$ cat src/design/bmd_ram.sv
// Generic single-port-write, single-port-read RAM with registered read data.
module bmd_ram #(
   parameter int WIDTH = 4,
   parameter int DEPTH = 1024
) (
   input  logic                     clock,
   input  logic                     wr_en,
   input  logic [$clog2(DEPTH)-1:0] wr_addr,
   input  logic [WIDTH-1:0]         wr_data,
   input  logic                     rd_en,
   input  logic [$clog2(DEPTH)-1:0] rd_addr,
   output logic [WIDTH-1:0]         rd_data
);

   logic [WIDTH-1:0] mem_ff [DEPTH];
   logic [WIDTH-1:0] rd_data_ff;

   // A read at the address being written returns the old word
   always_ff @(posedge clock) begin
      if (wr_en) begin
         mem_ff[wr_addr] <= wr_data;
      end
      if (rd_en) begin
         rd_data_ff <= mem_ff[rd_addr];
      end
   end

   assign rd_data = rd_data_ff;

endmodule

$ cat config.mk
export PLATFORM = sky130hd
export DESIGN_NAME = bmd_ram
export DESIGN_NICKNAME = d
export VERILOG_FILES = /design/src/design/bmd_ram.sv
export SDC_FILE = /design/constraint.sdc
export NUM_CORES = 2
export LEC_CHECK = 0
export BUFFER_PORTS_ARGS = -buffer_cell sky130_fd_sc_hd__buf_2
export CAP_MARGIN = 0
export CORE_ASPECT_RATIO = 0.75
export CORE_UTILIZATION = 60
export CTS_CLUSTER_DIAMETER = 60
export DETAILED_ROUTE_END_ITERATION = 10
export PLACE_DENSITY = 0.78
export SLEW_MARGIN = 30
export SYNTH_ARGS = -nofsm -noshare
export SYNTH_HDL_FRONTEND = slang
export SYNTH_SLANG_ARGS = --single-unit
$ cat constraint.sdc
create_clock -name clock -period 7.7 [get_ports clock]
set_clock_uncertainty 0.15 [all_clocks]
set_input_delay 0.385 -clock clock [delete_from_list [all_inputs] [get_ports clock]]
set_output_delay 0.385 -clock clock [all_outputs]
set_load 0.01 [all_outputs]
Word-level counts from Yosys, hierarchy flattened
Memories as Yosys holds them, arrays and structs flattened. A register that Yosys moved wholly into a read port is not among the register bits.
Cells that the tools add are included.
{ "totals": {"ff_bits": 0, "ramBits": 4096, "input_bits": 27, "output_inout_bits": 4, "elab_cells": 3, "mem_count": 1} }
{ "op_classes": {"mux": 2} }
{ "mem_list": {"columns": ["name", "words", "width", "read_ports", "rd_ports_with_merged_regs", "write_ports", "line", "source"], "rows": [
  ["mem_ff", 1024, 4, 1, 1, 1, "15", "logic [WIDTH-1:0] mem_ff [DEPTH];"]
]} }
{ "op_table": {"columns": ["op", "count"], "rows": [
  ["$mux W1", 2]
]} }

Longest topological paths before layout
{ "depth": {"ltp_word": 2, "mapped_depth": 17, "mapped_depth_nobuf": 8} }

Least setup slack after synthesis
No wires, ideal clock.
{ "synth_path": {"kind": "input-to-reg", "from": "input rd_addr[0]", "to": "register rd_data_ff[2] (netlist: rd_data[2]), read port of mem_ff, data pin", "setup_ns": 0.268, "arrival_ns": 2.837, "setup_slack_ns": 4.444, "path_stages": 12, "n_path_buf": 5, "cell_sequence": "buf_6 buf_6 buf_6 buf_4 buf_2 mux4_2 a22oi_1 a21oi_1 nor4_1 a211oi_1 o41ai_1 nand4_1"} }
{ "synth_lines": {"columns": ["item", "line", "source"], "rows": [
  ["start, declared", "11", "input logic [$clog2(DEPTH)-1:0] rd_addr,"],
  ["end, declared", "16", "logic [WIDTH-1:0] rd_data_ff;"]
]} }

==> results.md <==
* Status: finished, final reports clean
* YS warnings at 0
* Number of global-route vias before repair at 85900
* Commonest non-fill, non-tap cell in the layout: edfxtp_1
* WS Path Type: input port to register
* VDD IR max at 0.0002265 V
* Core ar. at 267600 sq um
* Final setup fails at 0
* Seq. cell area at 123100 sq um
* Yosys reg bits at 4100
* Max Clock Freq at 205.1 MHz
* Max-slew violation count at 0
* Worst-skew pair later-pin latency at 0.94 ns
* Via density per instance at 7.284
* Ys async rst share at 0
* Die Y at 452.2 microns
* Slew @ Worst Pin at 1.186 ns
* CP cell instances: buf_8, buf_4, and2_2, buf_4, a22oi_1, a21oi_1, nor4_1, buf_4, nor3_1, nand4_1, nand4_1
* Crit path largest cell delay at 0.76 ns
* Post-Syn Nets at 8317
* Final WS setup at 2.823 ns
* Layout cells sized above 1 at 0.2000
* Area grow syn2layout at 9.662%
* WL per Instance at 37.16 microns
* CP bufs+invs at 4
* Synth Area per Inst at 19.56 sq um
* Antenna Nets Post-Route at 0
* Crit path max-delay cell type: a21oi_1
* Max-cap viol count at 0
* CTS H-tree depth at 5
* Slew headroom at 0.2045
* Worst Path Required at 8.31 ns
* Period utilization at 0.6333
* Most frequent cells in the layout: edfxtp_1 (4100), nor2_1 (1098), mux4_2 (875), mux2i_1 (461), clkbuf_16 (367)
* Pre-CTS setup slack at 2.241 ns
* Total Power at 44.56 mW
* Critical Path AT at 5.49 ns
* Synth top area cells: edfxtp_1 (76%), mux4_2 (12%), mux2i_1 (2.8%), nor2_1 (2.6%), o221ai_1 (0.91%)
* Cell taking the most area after synthesis: edfxtp_1
* Pin count of the biggest net entering global routing at 235
* # IOs at 31
* Cells resized by post-CTS repair at 0
* Leak at 54.60 nW
* Total CTS buffers at 361
* Synth cell types at 75
* Most used cell, CP: buf_4
* Hold Vio Cnt, Final at 0
* Via count at 88850
* Synth top area share at 0.7593
* Starting Density at 0.6059
* Critical path capture point type: register
* Pwr dens at 250.6 nW/um^2
* DRT iter0 DRCs at 17120
* Number of flops mapped to enable cells by yosys at 4100
* Die ar. at 272300 sq um
* Setup TNS at 0 ns
* Placed wire-length estimate at 266400 microns
* Multi-input gate area at 36390 sq um
* Die Span X at 602.3 microns
* Final wirelength at 453200 microns
* Synth Instances at 8290
* Tot GR Track Use at 0.3326
* CTS clock-pin slew for the worst setup and hold paths at 0.06 ns
* Filler instances at 16290
* Antenna violations before repair at 36
* TritonCTS clock tree: built
* Layout Nets at 8359
* Wire length of the first global-routing pass at 639300 microns
* RSZ-0062 raised after global routing: no
* Clock sinks at 4100
* Critical Path Fanout Max at 53
* IO buf count at 30
* Max Buffers Root-to-Sink at 4
* Cell family with most CP delay: simple AND/OR/NAND/NOR gates
* Gp weighted congestion at 0.9225
* Setup crit start kind: input port
* Dominant synthesized flop cell: edfxtp_1
* Row count at 164
* Clock root cell: clkbuf_16
* Final Critical Period at 4.877 ns
* Post-CTS setup buffers at 0
* Post-synthesis sequential area ratio at 0.7593
* Gr ovfl total at 0
* Initial DRT Pass Iterations at 8
* DRC at 0
* Syn Std Cell Area at 162100 sq um
* Hold WC Path Type: input port to register
worst min-delay path, cell delays in order:
cell	delay [ns]
buf_2	0.20
nand2_1	0.13
or2_2	0.15
nor3_1	0.10
path summary, 6_finish.rpt:
| path | startpoint | end | slack [ns] | cells after the start |
|---|---|---|---|---|
| max | rd_addr[2] | rd_data[2] | 2.82 | 11 |
| min | wr_addr[3] | mem_ff[783][1] | 0.09 | 4 |
| max reg2reg | mem_ff[1019][3] | rd_data[3] | 3.99 | 7 |
| min reg2reg | mem_ff[269][3] | rd_data[3] | 0.96 | 5 |
cell usage after synthesis, types with 5 or more instances:
library cell / count
mux2_2: 23
mux2i_1: 461
nand3_1: 62
or2_2: 9
nor3_1: 100
buf_1: 84
o211ai_1: 6
nor3b_1: 8
buf_6: 81
o21ai_0: 66
edfxtp_1: 4100
a22o_1: 11
and2_1: 7
nand2b_1: 12
or3_1: 5
o31ai_1: 6
and3_1: 12
buf_4: 60
o2111ai_1: 9
clkbuf_1: 300
nand2_1: 166
nor2b_1: 15
nand4_1: 12
mux4_2: 875
nor2_1: 1103
a22oi_1: 80
o41ai_1: 6
buf_2: 64
o221ai_1: 168
o22ai_1: 89
a2111oi_0: 10
a221oi_1: 29
a21oi_1: 129
a31oi_1: 11
a211oi_1: 13
o22a_1: 6
nor4_1: 21
power breakdown:
part,internal [mW],total [mW],leakage (nW),switching [mW]
logic,0.736,2.34,12.3,1.61
registers,24.6,24.6,36.8,0.0118
clock network,9.61,17.6,5.42,8.03
cells by family (layout without fill, tap and decap cells):
family | Yosys count | count (layout) | synth area share
AND/OR/NAND/NOR | 1560 | 1560 | 0.03985
buffers and inverters | 597 | 907 | 0.01962
AO/OA/AOI/OAI | 674 | 674 | 0.02959
multiplexers | 1359 | 1359 | 0.1516
other | 0 | 29 | 0
flip-flops | 4100 | 4100 | 0.7593
metal layers:
layer,vias to the layer above,wire [microns],GRT usage
met5,-,158,0
met3,1253,80030,0.1185
met4,24,22610,0.1480
met1,45120,154900,0.4755
met2,8506,195500,0.4663
li1,33950,-,-
registers in the layout (all words and copies together) (netlist names):
| name | count |
|---|---|
| rd_data | 4 |
| mem_ff | 4096 |
area by class of cell:
class,instances,share of cell area
Sequential cell,4100,0.6924
Clock buffer,436,0.05311
Timing Repair Buffer,270,0.01435
Inverter,6,0.0001900
Multi-Input combinational cell,3593,0.2047
Antenna cell,29,0.0004081
Clock inverter,195,0.009704
Tap cell,3569,0.02511
through the flow:
stage               hold slack [ns]  area (sq um)  utilization  instances
global route                 0.1062        177700       0.6642      12170
floorplan                    0.3339        162100            -       8290
CTS                         0.02955        177600       0.6638      12170
detailed placement           0.6549        166300       0.6217      11530
global placement             0.6577        166200       0.6212      11520
finish                      0.08785        177800       0.6645      12200
timing repair:
action | CTS | global route
endpoints found under the setup margin | 0 | 0
endpoints found under the hold margin | 489 | 0
hold buffers | 10 | 0
(Power assumes the default switching activity.)
